[config.mk]
export PLATFORM = sky130hd
export DESIGN_NAME = voice_note_scheduler
export DESIGN_NICKNAME = d
export VERILOG_FILES = /design/src/design/vns_pkg.sv /design/src/design/voice_note_scheduler.sv /design/src/design/vns_front.sv /design/src/design/vns_cmd_queue.sv /design/src/design/vns_back.sv
export VERILOG_INCLUDE_DIRS = /design/src /design/src/design
export SDC_FILE = /design/constraint.sdc
export NUM_CORES = 2
export LEC_CHECK = 0
export ABC_AREA = 1
export BUFFER_PORTS_ARGS = -buffer_cell sky130_fd_sc_hd__buf_2
export CAP_MARGIN = 20
export CORE_MARGIN = 2
export CORE_UTILIZATION = 45
export CTS_CLUSTER_DIAMETER = 80
export DETAILED_ROUTE_END_ITERATION = 8
export PLACE_DENSITY = 0.61
export RECOVER_POWER = 100
export SKIP_LAST_GASP = 1
export SLEW_MARGIN = 20
export SYNTH_ARGS = -nofsm -noshare
export SYNTH_HDL_FRONTEND = slang
export SYNTH_SLANG_ARGS = --single-unit
[constraint.sdc]
create_clock -name clk -period 6.7 [get_ports clk]
set_input_delay 0.335 -clock clk [delete_from_list [all_inputs] [get_ports clk]]
set_output_delay 0.335 -clock clk [all_outputs]
set_load 0.03 [all_outputs]
[src/design/voice_note_scheduler_assert.svh]
// ----------------------------------------------------------------------------
// Voice note scheduler assertion macros
// Shared concurrent assertion forms, clocked on clk and idle during reset.
// ----------------------------------------------------------------------------
`ifndef VOICE_NOTE_SCHEDULER_ASSERT_SVH
`define VOICE_NOTE_SCHEDULER_ASSERT_SVH

// Consequent must hold in the same cycle as the antecedent.
`define VNS_ASSERT_IMP(lbl, ante, cons, msg) \
	lbl: assert property (@(posedge clk) disable iff (!arst_n) (ante) |-> (cons)) \
		else $error(msg);

// Consequent must hold in the cycle after the antecedent.
`define VNS_ASSERT_NXT(lbl, ante, cons, msg) \
	lbl: assert property (@(posedge clk) disable iff (!arst_n) (ante) |=> (cons)) \
		else $error(msg);

`endif

[src/design/vns_pkg.sv]
// ----------------------------------------------------------------------------
// Voice note scheduler package
// Shared types, codes and default sizes of the voice note scheduler.
// ----------------------------------------------------------------------------
package vns_pkg;

	localparam int VOICE_COUNT_DEF   = 4;
	localparam int QUEUE_DEPTH_DEF   = 8;
	localparam int JITTER_PERIOD_DEF = 3;

	localparam int JIT_W     = 7;
	localparam int NIB_STEPS = 8;
	localparam int STEP_W    = 4;
	localparam int CMD_DEPTH = 2;

	localparam logic EV_NOTE_OFF = 1'b0;
	localparam logic EV_NOTE_ON  = 1'b1;

	typedef enum logic [1:0] {
		FUNC_TICK = 2'd0,
		FUNC_PUSH = 2'd1,
		FUNC_STOP = 2'd2
	} func_t;

	typedef struct packed {
		logic [1:0]  func;
		logic [31:0] tick_count;
		logic [1:0]  voice_index;
		logic        is_note;
		logic [6:0]  pitch;
		logic [6:0]  velocity_in;
		logic [15:0] duration;
	} req_t;

	typedef struct packed {
		logic        event_kind;
		logic [1:0]  event_voice;
		logic [6:0]  event_pitch;
		logic [6:0]  event_velocity;
		logic [3:0]  event_channel;
		logic        last_event;
	} note_ev_t;

	typedef struct packed {
		logic        is_note;
		logic [6:0]  pitch;
		logic [6:0]  velocity;
		logic [15:0] duration;
	} action_t;

	typedef struct packed {
		func_t             func;
		logic [31:0]       tick;
		logic [1:0]        voice;
		action_t           action;
		logic [JIT_W-1:0]  jitter;
	} cmd_t;

endpackage

[src/design/voice_note_scheduler.sv]
// Flow: the front end reduces the tick count of a tick request four bits at a time and then
// hands it to the command queue; the sequencer picks it up, visits each voice in turn (expiry
// and pop for a tick, note off for a stop) and closes the item. The front end holds one request
// and stalls the next until the held one is handed on; a push only writes a voice queue.
// Reset: arst_n clears all voice state, queue pointers and the channel to zero.
// ----------------------------------------------------------------------------
// Voice note scheduler
// Top level: channel configuration register, front end, command queue and
// voice sequencer.
// ----------------------------------------------------------------------------
module voice_note_scheduler #(
	parameter int VOICE_COUNT   = vns_pkg::VOICE_COUNT_DEF,
	parameter int QUEUE_DEPTH   = vns_pkg::QUEUE_DEPTH_DEF,
	parameter int JITTER_PERIOD = vns_pkg::JITTER_PERIOD_DEF
) (
	input  logic              clk,
	input  logic              arst_n,
	input  vns_pkg::req_t     req,
	input  logic              req_valid,
	output logic              req_stall,
	output vns_pkg::note_ev_t note_ev,
	output logic              note_ev_valid,
	input  logic              note_ev_stall,
	input  logic [3:0]        cfg_data,
	input  logic              cfg_valid,
	output logic              cfg_ready
);

	logic [3:0]    channel_q;
	vns_pkg::cmd_t f_cmd;
	logic          f_valid;
	logic          q_full;
	vns_pkg::cmd_t q_cmd;
	logic          q_valid;
	logic          q_pop;

	assign cfg_ready = 1'b1;

	always_ff @(posedge clk or negedge arst_n) begin
		if (!arst_n) begin
			channel_q <= '0;
		end else if (cfg_valid && cfg_ready) begin
			channel_q <= cfg_data;
		end
	end

	vns_front #(
		.VOICE_COUNT   (VOICE_COUNT),
		.JITTER_PERIOD (JITTER_PERIOD)
	) u_front (
		.clk       (clk),
		.arst_n    (arst_n),
		.req       (req),
		.req_valid (req_valid),
		.req_stall (req_stall),
		.cmd       (f_cmd),
		.cmd_valid (f_valid),
		.cmd_full  (q_full)
	);

	vns_cmd_queue u_queue (
		.clk      (clk),
		.arst_n   (arst_n),
		.wr_cmd   (f_cmd),
		.wr_valid (f_valid),
		.full     (q_full),
		.rd_cmd   (q_cmd),
		.rd_valid (q_valid),
		.rd_pop   (q_pop)
	);

	vns_back #(
		.VOICE_COUNT (VOICE_COUNT),
		.QUEUE_DEPTH (QUEUE_DEPTH)
	) u_back (
		.clk           (clk),
		.arst_n        (arst_n),
		.q_cmd         (q_cmd),
		.q_valid       (q_valid),
		.q_pop         (q_pop),
		.out_channel   (channel_q),
		.note_ev       (note_ev),
		.note_ev_valid (note_ev_valid),
		.note_ev_stall (note_ev_stall)
	);

endmodule

[src/design/vns_front.sv]
// ----------------------------------------------------------------------------
// Voice note scheduler front end
// Accepts requests, drops those with no effect, reduces the tick count
// modulo the jitter period four bits a cycle and hands commands on.
// ----------------------------------------------------------------------------
module vns_front #(
	parameter int VOICE_COUNT   = vns_pkg::VOICE_COUNT_DEF,
	parameter int JITTER_PERIOD = vns_pkg::JITTER_PERIOD_DEF
) (
	input  logic          clk,
	input  logic          arst_n,
	input  vns_pkg::req_t req,
	input  logic          req_valid,
	output logic          req_stall,
	output vns_pkg::cmd_t cmd,
	output logic          cmd_valid,
	input  logic          cmd_full
);

	localparam int RED_W = vns_pkg::JIT_W + 4;

	logic                          hold_valid_q;
	vns_pkg::req_t                 hold_q;
	logic [31:0]                   tick_sh_q;
	logic [vns_pkg::JIT_W-1:0]     rem_q;
	logic [vns_pkg::STEP_W-1:0]    step_q;
	logic                          req_acc;
	logic                          keep;
	logic                          red_busy;
	logic [RED_W-1:0]              red;

	assign req_stall = hold_valid_q;
	assign req_acc   = req_valid && !req_stall;
	assign red_busy  = step_q != vns_pkg::STEP_W'(vns_pkg::NIB_STEPS);
	assign cmd_valid = hold_valid_q && !red_busy;

	always_comb begin
		keep = (req.func == vns_pkg::FUNC_TICK) || (req.func == vns_pkg::FUNC_STOP) ||
			((req.func == vns_pkg::FUNC_PUSH) && (int'(req.voice_index) < VOICE_COUNT));
	end

	always_comb begin
		red = {rem_q, tick_sh_q[31:28]};
		for (int b = 3; b >= 0; b--) begin
			if (red >= RED_W'(JITTER_PERIOD << b)) begin
				red = red - RED_W'(JITTER_PERIOD << b);
			end
		end
	end

	always_ff @(posedge clk or negedge arst_n) begin
		if (!arst_n) begin
			hold_valid_q <= 1'b0;
			step_q       <= '0;
		end else begin
			if (req_acc) begin
				hold_valid_q <= keep;
				step_q       <= (req.func == vns_pkg::FUNC_TICK) ? '0 :
					vns_pkg::STEP_W'(vns_pkg::NIB_STEPS);
			end else begin
				if (cmd_valid && !cmd_full) begin
					hold_valid_q <= 1'b0;
				end
				if (hold_valid_q && red_busy) begin
					step_q <= step_q + 1'b1;
				end
			end
		end
	end

	always_ff @(posedge clk) begin
		if (req_acc) begin
			hold_q    <= req;
			tick_sh_q <= req.tick_count;
			rem_q     <= '0;
		end else if (hold_valid_q && red_busy) begin
			tick_sh_q <= {tick_sh_q[27:0], 4'b0000};
			rem_q     <= red[vns_pkg::JIT_W-1:0];
		end
	end

	always_comb begin
		cmd.func            = vns_pkg::func_t'(hold_q.func);
		cmd.tick            = hold_q.tick_count;
		cmd.voice           = hold_q.voice_index;
		cmd.action.is_note  = hold_q.is_note;
		cmd.action.pitch    = hold_q.pitch;
		cmd.action.velocity = hold_q.velocity_in;
		cmd.action.duration = hold_q.duration;
		cmd.jitter          = rem_q;
	end

endmodule

[src/design/vns_cmd_queue.sv]
// ----------------------------------------------------------------------------
// Voice note scheduler command queue
// Short queue that decouples the front end from the voice sequencer.
// ----------------------------------------------------------------------------
module vns_cmd_queue (
	input  logic          clk,
	input  logic          arst_n,
	input  vns_pkg::cmd_t wr_cmd,
	input  logic          wr_valid,
	output logic          full,
	output vns_pkg::cmd_t rd_cmd,
	output logic          rd_valid,
	input  logic          rd_pop
);

	localparam int PW = $clog2(vns_pkg::CMD_DEPTH);
	localparam int CW = $clog2(vns_pkg::CMD_DEPTH + 1);

	vns_pkg::cmd_t  ent_q [vns_pkg::CMD_DEPTH];
	logic [PW-1:0]  wp_q;
	logic [PW-1:0]  rp_q;
	logic [CW-1:0]  cnt_q;
	logic           do_wr;
	logic           do_rd;

	assign full     = cnt_q == CW'(vns_pkg::CMD_DEPTH);
	assign rd_valid = cnt_q != '0;
	assign rd_cmd   = ent_q[rp_q];
	assign do_wr    = wr_valid && !full;
	assign do_rd    = rd_pop && rd_valid;

	always_ff @(posedge clk or negedge arst_n) begin
		if (!arst_n) begin
			wp_q  <= '0;
			rp_q  <= '0;
			cnt_q <= '0;
		end else begin
			if (do_wr) begin
				wp_q <= wp_q + 1'b1;
			end
			if (do_rd) begin
				rp_q <= rp_q + 1'b1;
			end
			if (do_wr && !do_rd) begin
				cnt_q <= cnt_q + 1'b1;
			end else if (do_rd && !do_wr) begin
				cnt_q <= cnt_q - 1'b1;
			end
		end
	end

	always_ff @(posedge clk) begin
		if (do_wr) begin
			ent_q[wp_q] <= wr_cmd;
		end
	end

endmodule

[src/design/vns_back.sv]
// ----------------------------------------------------------------------------
// Voice note scheduler voice sequencer
// Holds the per-voice action queues and state, walks the voices for tick and
// stop commands and emits note events through a pending and an output stage.
// ----------------------------------------------------------------------------
`include "voice_note_scheduler_assert.svh"

module vns_back #(
	parameter int VOICE_COUNT = vns_pkg::VOICE_COUNT_DEF,
	parameter int QUEUE_DEPTH = vns_pkg::QUEUE_DEPTH_DEF
) (
	input  logic              clk,
	input  logic              arst_n,
	input  vns_pkg::cmd_t     q_cmd,
	input  logic              q_valid,
	output logic              q_pop,
	input  logic [3:0]        out_channel,
	output vns_pkg::note_ev_t note_ev,
	output logic              note_ev_valid,
	input  logic              note_ev_stall
);

	localparam int VW = (VOICE_COUNT > 1) ? $clog2(VOICE_COUNT) : 1;
	localparam int QW = (QUEUE_DEPTH > 1) ? $clog2(QUEUE_DEPTH) : 1;
	localparam int CW = $clog2(QUEUE_DEPTH + 1);

	typedef enum logic [4:0] {
		ST_IDLE = 5'b00001,
		ST_EXP  = 5'b00010,
		ST_POP  = 5'b00100,
		ST_STOP = 5'b01000,
		ST_FIN  = 5'b10000
	} state_t;

	state_t                    st_q;
	logic [VW-1:0]             vi_q;
	logic [31:0]               tick_q;
	logic [vns_pkg::JIT_W-1:0] jit_q;

	logic                      play_q [VOICE_COUNT];
	logic [31:0]               exp_q  [VOICE_COUNT];
	vns_pkg::action_t          act_q  [VOICE_COUNT];
	logic [QW-1:0]             rp_q   [VOICE_COUNT];
	logic [QW-1:0]             wp_q   [VOICE_COUNT];
	logic [CW-1:0]             cnt_q  [VOICE_COUNT];
	vns_pkg::action_t          fifo_mem [VOICE_COUNT][QUEUE_DEPTH];
	vns_pkg::action_t          rd_q;

	logic                      pend_valid_q;
	vns_pkg::note_ev_t         pend_q;
	logic                      out_valid_q;
	vns_pkg::note_ev_t         out_q;

	logic [VW-1:0]             push_v;
	logic [VW-1:0]             idx;
	logic                      cur_play;
	logic [31:0]               cur_exp;
	vns_pkg::action_t          cur_act;
	logic [QW-1:0]             cur_rp;
	logic [QW-1:0]             cur_wp;
	logic [CW-1:0]             cur_cnt;
	logic                      exp_hit;
	logic                      can_pop;
	logic                      do_push;
	logic                      out_free;
	logic                      emit_ok;
	logic                      step_ok;
	logic                      fin_flush;
	logic                      ev_new_valid;
	vns_pkg::note_ev_t         ev_new;
	vns_pkg::note_ev_t         moved_ev;
	logic                      move_pend;
	logic                      last_voice;
	logic [16:0]               dur_jit;

	assign push_v   = VW'(q_cmd.voice);
	assign idx      = (st_q == ST_IDLE) ? push_v : vi_q;
	assign cur_play = play_q[idx];
	assign cur_exp  = exp_q[idx];
	assign cur_act  = act_q[idx];
	assign cur_rp   = rp_q[idx];
	assign cur_wp   = wp_q[idx];
	assign cur_cnt  = cnt_q[idx];
	assign exp_hit  = cur_play && (cur_exp == tick_q);
	assign can_pop  = !cur_play && (cur_cnt != '0);
	assign q_pop    = (st_q == ST_IDLE) && q_valid;
	assign do_push  = q_pop && (q_cmd.func == vns_pkg::FUNC_PUSH) &&
		(cur_cnt < CW'(QUEUE_DEPTH));
	assign out_free = !out_valid_q || !note_ev_stall;
	assign emit_ok  = !pend_valid_q || out_free;
	assign last_voice = vi_q == VW'(VOICE_COUNT - 1);
	assign dur_jit  = 17'(rd_q.duration) + 17'(jit_q);
	assign move_pend = pend_valid_q && (ev_new_valid || fin_flush);

	assign note_ev       = out_q;
	assign note_ev_valid = out_valid_q;

	always_comb begin
		ev_new_valid         = 1'b0;
		step_ok              = 1'b0;
		fin_flush            = 1'b0;
		ev_new.event_kind    = vns_pkg::EV_NOTE_OFF;
		ev_new.event_voice   = 2'(vi_q);
		ev_new.event_pitch   = cur_act.pitch;
		ev_new.event_velocity = '0;
		ev_new.event_channel = out_channel;
		ev_new.last_event    = 1'b0;
		case (st_q)
			ST_EXP: begin
				step_ok      = !(exp_hit && cur_act.is_note) || emit_ok;
				ev_new_valid = exp_hit && cur_act.is_note && emit_ok;
			end
			ST_POP: begin
				step_ok      = !(can_pop && rd_q.is_note) || emit_ok;
				ev_new_valid = can_pop && rd_q.is_note && emit_ok;
				ev_new.event_kind     = vns_pkg::EV_NOTE_ON;
				ev_new.event_pitch    = rd_q.pitch;
				ev_new.event_velocity = rd_q.velocity;
			end
			ST_STOP: begin
				step_ok      = emit_ok;
				ev_new_valid = emit_ok;
			end
			ST_FIN: begin
				step_ok   = !pend_valid_q || out_free;
				fin_flush = pend_valid_q && out_free;
			end
			default: begin
				step_ok = 1'b0;
			end
		endcase
	end

	always_comb begin
		moved_ev            = pend_q;
		moved_ev.last_event = fin_flush;
	end

	always_ff @(posedge clk or negedge arst_n) begin
		if (!arst_n) begin
			st_q         <= ST_IDLE;
			vi_q         <= '0;
			pend_valid_q <= 1'b0;
			out_valid_q  <= 1'b0;
			for (int i = 0; i < VOICE_COUNT; i++) begin
				play_q[i] <= 1'b0;
				exp_q[i]  <= '0;
				act_q[i]  <= '0;
				rp_q[i]   <= '0;
				wp_q[i]   <= '0;
				cnt_q[i]  <= '0;
			end
		end else begin
			if (move_pend) begin
				out_valid_q <= 1'b1;
			end else if (!note_ev_stall) begin
				out_valid_q <= 1'b0;
			end
			if (ev_new_valid) begin
				pend_valid_q <= 1'b1;
			end else if (fin_flush) begin
				pend_valid_q <= 1'b0;
			end
			case (st_q)
				ST_IDLE: begin
					if (q_valid) begin
						vi_q <= '0;
						case (q_cmd.func)
							vns_pkg::FUNC_TICK: begin
								st_q <= ST_EXP;
							end
							vns_pkg::FUNC_STOP: begin
								st_q <= ST_STOP;
							end
							default: begin
								st_q <= ST_IDLE;
							end
						endcase
						if (do_push) begin
							wp_q[push_v]  <= (cur_wp == QW'(QUEUE_DEPTH - 1)) ? '0 :
								cur_wp + 1'b1;
							cnt_q[push_v] <= cur_cnt + 1'b1;
						end
					end
				end
				ST_EXP: begin
					if (step_ok) begin
						if (exp_hit) begin
							play_q[vi_q] <= 1'b0;
						end
						st_q <= ST_POP;
					end
				end
				ST_POP: begin
					if (step_ok) begin
						if (can_pop) begin
							act_q[vi_q]  <= rd_q;
							exp_q[vi_q]  <= tick_q + 32'(dur_jit);
							play_q[vi_q] <= 1'b1;
							rp_q[vi_q]   <= (cur_rp == QW'(QUEUE_DEPTH - 1)) ? '0 :
								cur_rp + 1'b1;
							cnt_q[vi_q]  <= cur_cnt - 1'b1;
						end
						if (last_voice) begin
							st_q <= ST_FIN;
						end else begin
							vi_q <= vi_q + 1'b1;
							st_q <= ST_EXP;
						end
					end
				end
				ST_STOP: begin
					if (step_ok) begin
						if (last_voice) begin
							st_q <= ST_FIN;
						end else begin
							vi_q <= vi_q + 1'b1;
						end
					end
				end
				ST_FIN: begin
					if (step_ok) begin
						st_q <= ST_IDLE;
					end
				end
				default: begin
					st_q <= ST_IDLE;
				end
			endcase
		end
	end

	always_ff @(posedge clk) begin
		if (q_pop) begin
			tick_q <= q_cmd.tick;
			jit_q  <= q_cmd.jitter;
		end
		if (ev_new_valid) begin
			pend_q <= ev_new;
		end
		if (move_pend) begin
			out_q <= moved_ev;
		end
	end

	always_ff @(posedge clk) begin
		if (do_push) begin
			fifo_mem[push_v][cur_wp] <= q_cmd.action;
		end
		if (st_q == ST_EXP) begin
			rd_q <= fifo_mem[vi_q][cur_rp];
		end
	end

	`VNS_ASSERT_IMP(a_idle_no_pending, st_q == ST_IDLE, !pend_valid_q, "pending event outside an item")
	`VNS_ASSERT_IMP(a_move_needs_slot, move_pend, out_free, "pending event moved into a busy output stage")
	`VNS_ASSERT_IMP(a_count_bound, 1'b1, cnt_q[vi_q] <= CW'(QUEUE_DEPTH), "voice queue count beyond its depth")
	`VNS_ASSERT_NXT(a_fin_clears, (st_q == ST_FIN) && step_ok, !pend_valid_q && (st_q == ST_IDLE), "item end left a pending event")

endmodule
==> flow_summary.yaml <==
timing:
  slew_headroom_pct: -262
  fmax_ghz: 0.165
  rsz0062_at_grt: "no"
  setup_tns_ns: 0
  min_period_over_period_pct: 90.4
  hold_viol: 0
  clock_skew_ns: 0.0338
  setup_viol: 0
  period_needed_ns: 6.06
  tightest_slew_ns: 5.44
  drv_slew: 817
route:
  drc: 0
  dr.pass1.iters: 5
  wl_per_cell_um: 22.8
  vias_per_cell: 5.64
  routed_wl_um: 174000
  drtIter0Drc: 5000
  vias: 43200
  drtAntennaViolNets: 0
power:
  p_leak_nw: 26.9
  switching_share_pct: 38.9
  p_switching_mw: 13.5
  comb_power_share_pct: 34.9
  irDropWorstVdd_uv: 421
  p_per_area_nw_per_um2: 472
  intPower_mw: 21.2
  seq_power_share_pct: 39.3
  p_clk_share_pct: 25.7
  power.total_mw: 34.7
outcome:
  status: "finished, violations left"
  violations: "capacitance limit, slew limit"
cts:
  cts-buffers-inserted: 163
  clockBufferDepth: 3
  cts_tree: "done"
  root_buffer: "clkbuf_16"
  htreeDepth: 4
  cts_num_sinks: 1585
  clkSlewWorstSetupHoldPaths_ns: 0.06
  worstSkewPairLatency_ns: 0.80
worst_setup_path:
  reg2reg_slack_ns: 0.64
  critical_path.cell_chain: "inv_1 -> nor2_1 -> nand3_1 -> nand2_1 -> nand2_4 -> o21ai_0 -> inv_1 -> o21ai_0 -> nand2_1 -> nor4_1 -> clkbuf_1 -> nand4_1 -> nor2_2 -> buf_4"
  timing.rr.end: "u_back.fifo_mem[2][63]"
  endpoint_kind: "register"
  cp_num_buf_inv: 4
  critical_path.slowest_cell: "nor2_2"
  r2r_start: "u_back.st_q[0]"
  rr_worst_depth: 14
  cp-endpoint: "u_back.fifo_mem[2][63]"
  crit_family: "simple AND/OR/NAND/NOR gates"
  max_stage_delay_ns: 1.37
  cp_max_fo: 78
  crit_path_start_kind: "register"
  path_class: "register to register"
  cp.arrival_ns: 6.53
  startpoint: "u_back.st_q[0]"
  required_ns: 7.18
  path_depth: 14
grt:
  grt_pass1_wl_um: 260000
  grt_overflow: 0
  grtUsageTotal_pct: 23.5
  antenna_found_initial: 4
  grt_pass1_vias: 41067
  grt_max_degree: 179
yosys:
  ys_ff_latch: 1585
  synthArstFlopShare_pct: 14.3
  yosysTopAreaCell: "edfxtp_1"
  synth_area_per_cell_um2: 11.9
  synth_xor_area_share_pct: 0.620
  syn-num-nets: 5605
  synthTopCellsByArea: "edfxtp_1, dfrtp_1, nand2_1"
  yosysUniqueCellTypes: 49
  synth-simple-area-share_pct: 13.0
  synth_ff_type: "edfxtp_1"
  synth_edf_count: 1352
  ys_seq_area_share_pct: 71.4
  yosys_warnings: 0
  synth.area.mux_share_pct: 0.0867
  synth_top_area_share_pct: 62.5
  syn-instance-count: 5479
  synth_top_family_by_area: "simple AND/OR/NAND/NOR gates"
  synth_fa_ha_area_share_pct: 1.06
  synth-compound-area-share_pct: 10.5
  netlist_area_um2: 65000
final_layout:
  fin_cells: 7660
  fill_cells: 12330
  fin_util_pct: 51.2
  fin_nets: 5747
  regArea_um2: 46400
  multi_input_area_um2: 16700
  drive_above_1_share_pct: 7.07
  fin_area_um2: 73500
  area_delta_synth_final_pct: 13.1
placement:
  dpl.cell_count: 7278
  place_congestion: 0.855
  portBuffers: 99
  hpwlAfterDp_um: 98100
  post_dp_cell_area_um2: 67900
floorplan:
  fp.dieW_um: 384
  rows: 139
  die-area_um2: 147000
  initial_core_util_pct: 45.3
  fp.dieH_um: 384
  io_pins: 101
  coreArea_um2: 143000
worst_hold_path:
  hp-class: "input port to register"
flow_run:
  cap_violations: 23
synth_stat cells, drive strengths merged (6+ instances only):
library cell,count
dfrtp,225
xnor2,15
nand3b,12
o211ai,147
clkinv,6
nand4,38
inv,210
xor2,31
a21oi,31
o22ai,132
ha,42
o221ai,124
o21ai,646
nand2,1240
clkbuf,237
buf,71
nor2,677
dfxtp,7
nand3,138
nor3,10
fa,8
a32oi,6
edfxtp,1352
a31oi,37
worst min-delay path by stage:
stage | startpoint | endpoint | slack (ns) | cells after the start
final | req[3] | u_front.cmd[10] | 0.24 | 2
after global routing | req[25] | u_front.cmd[32] | 0.22 | 2
after CTS | req_valid | u_front.step_q[2] | 0.10 | 5
after detailed placement | u_back.moved_ev[19] | u_back.note_ev[19] | 0.41 | 0
after global placement | u_back.moved_ev[11] | u_back.note_ev[11] | 0.40 | 0
after floorplan | arst_n | asynchronous set/reset pin | 0.04 | 0
registers in the layout (all words and copies together) (netlist names), 31 cells and up, named ones only:
| register | count |
|---|---|
| u_back.act_q | 32 |
| u_back.rd_q | 31 |
| u_front.cmd | 67 |
| u_back.exp_q | 128 |
| u_front.tick_sh_q | 32 |
| u_queue.ent_q | 148 |
| u_back.tick_q | 32 |
| u_back.fifo_mem | 992 |
final cells by class:
cell class	count	area share, %
diodes	1	0.00341
clock buffers	217	5.99
flip-flops and latches	1585	63.1
multi-input cells	3370	22.7
clock inverters	83	1.15
inverters	216	1.12
well taps	1903	3.24
repair buffers	285	2.67
timing repair:
| action | CTS | global route |
|---|---|---|
| buffers inserted | 0 | 0 |
| endpoints found under the hold margin | 218 | 0 |
| hold buffers | 77 | 0 |
| resized for setup | 0 | 0 |
cells in the final DEF, fill, tap and decap left out, types with 130 or more instances in the layout:
master / Yosys / routed
clkbuf_1: 237 / 138
clkbuf_16: 0 / 166
dfrtp_1: 225 / 224
edfxtp_1: 1352 / 1352
inv_1: 202 / 202
nand2_1: 1233 / 1234
nand3_1: 133 / 135
nor2_1: 667 / 638
o211ai_1: 147 / 147
o21ai_0: 611 / 635
o22ai_1: 132 / 130
cells by family after synthesis:
kind of cell    Yosys count
simple gates           2130
flops                  1585
compound gates         1138
buf+inv                 524
fa+ha+maj                50
xor+xnor                 46
mux                       5
other cells               1
power groups by stage:
stage / Combinational [mW] / Clock (mW) / Sequential (mW)
after floorplan: 7.51 / 0 / 13.5
after global placement: 11.9 / 0 / 13.8
after detailed placement: 12.1 / 0 / 13.8
after CTS: 12.2 / 9.04 / 13.6
after global routing: 13.3 / 9.41 / 13.7
final: 12.1 / 8.93 / 13.6
stage by stage:
step / setup slack, ns / hold slack, ns
after floorplan: 2.24 / 0.0394
after global routing: 0.282 / 0.221
final: 0.642 / 0.243
after global placement: 1.35 / 0.402
after detailed placement: 1.22 / 0.405
after CTS: 1.21 / 0.105
layer usage:
metal / track usage, % / up-vias / wire length [µm]
met5: 0 / - / 13
met1: 34.8 / 21406 / 77300
li1: - / 19830 / -
met4: 6.80 / 2 / 4270
met2: 36.3 / 1715 / 79400
met3: 3.45 / 247 / 13500
Power figures use the tool's default switching activity.
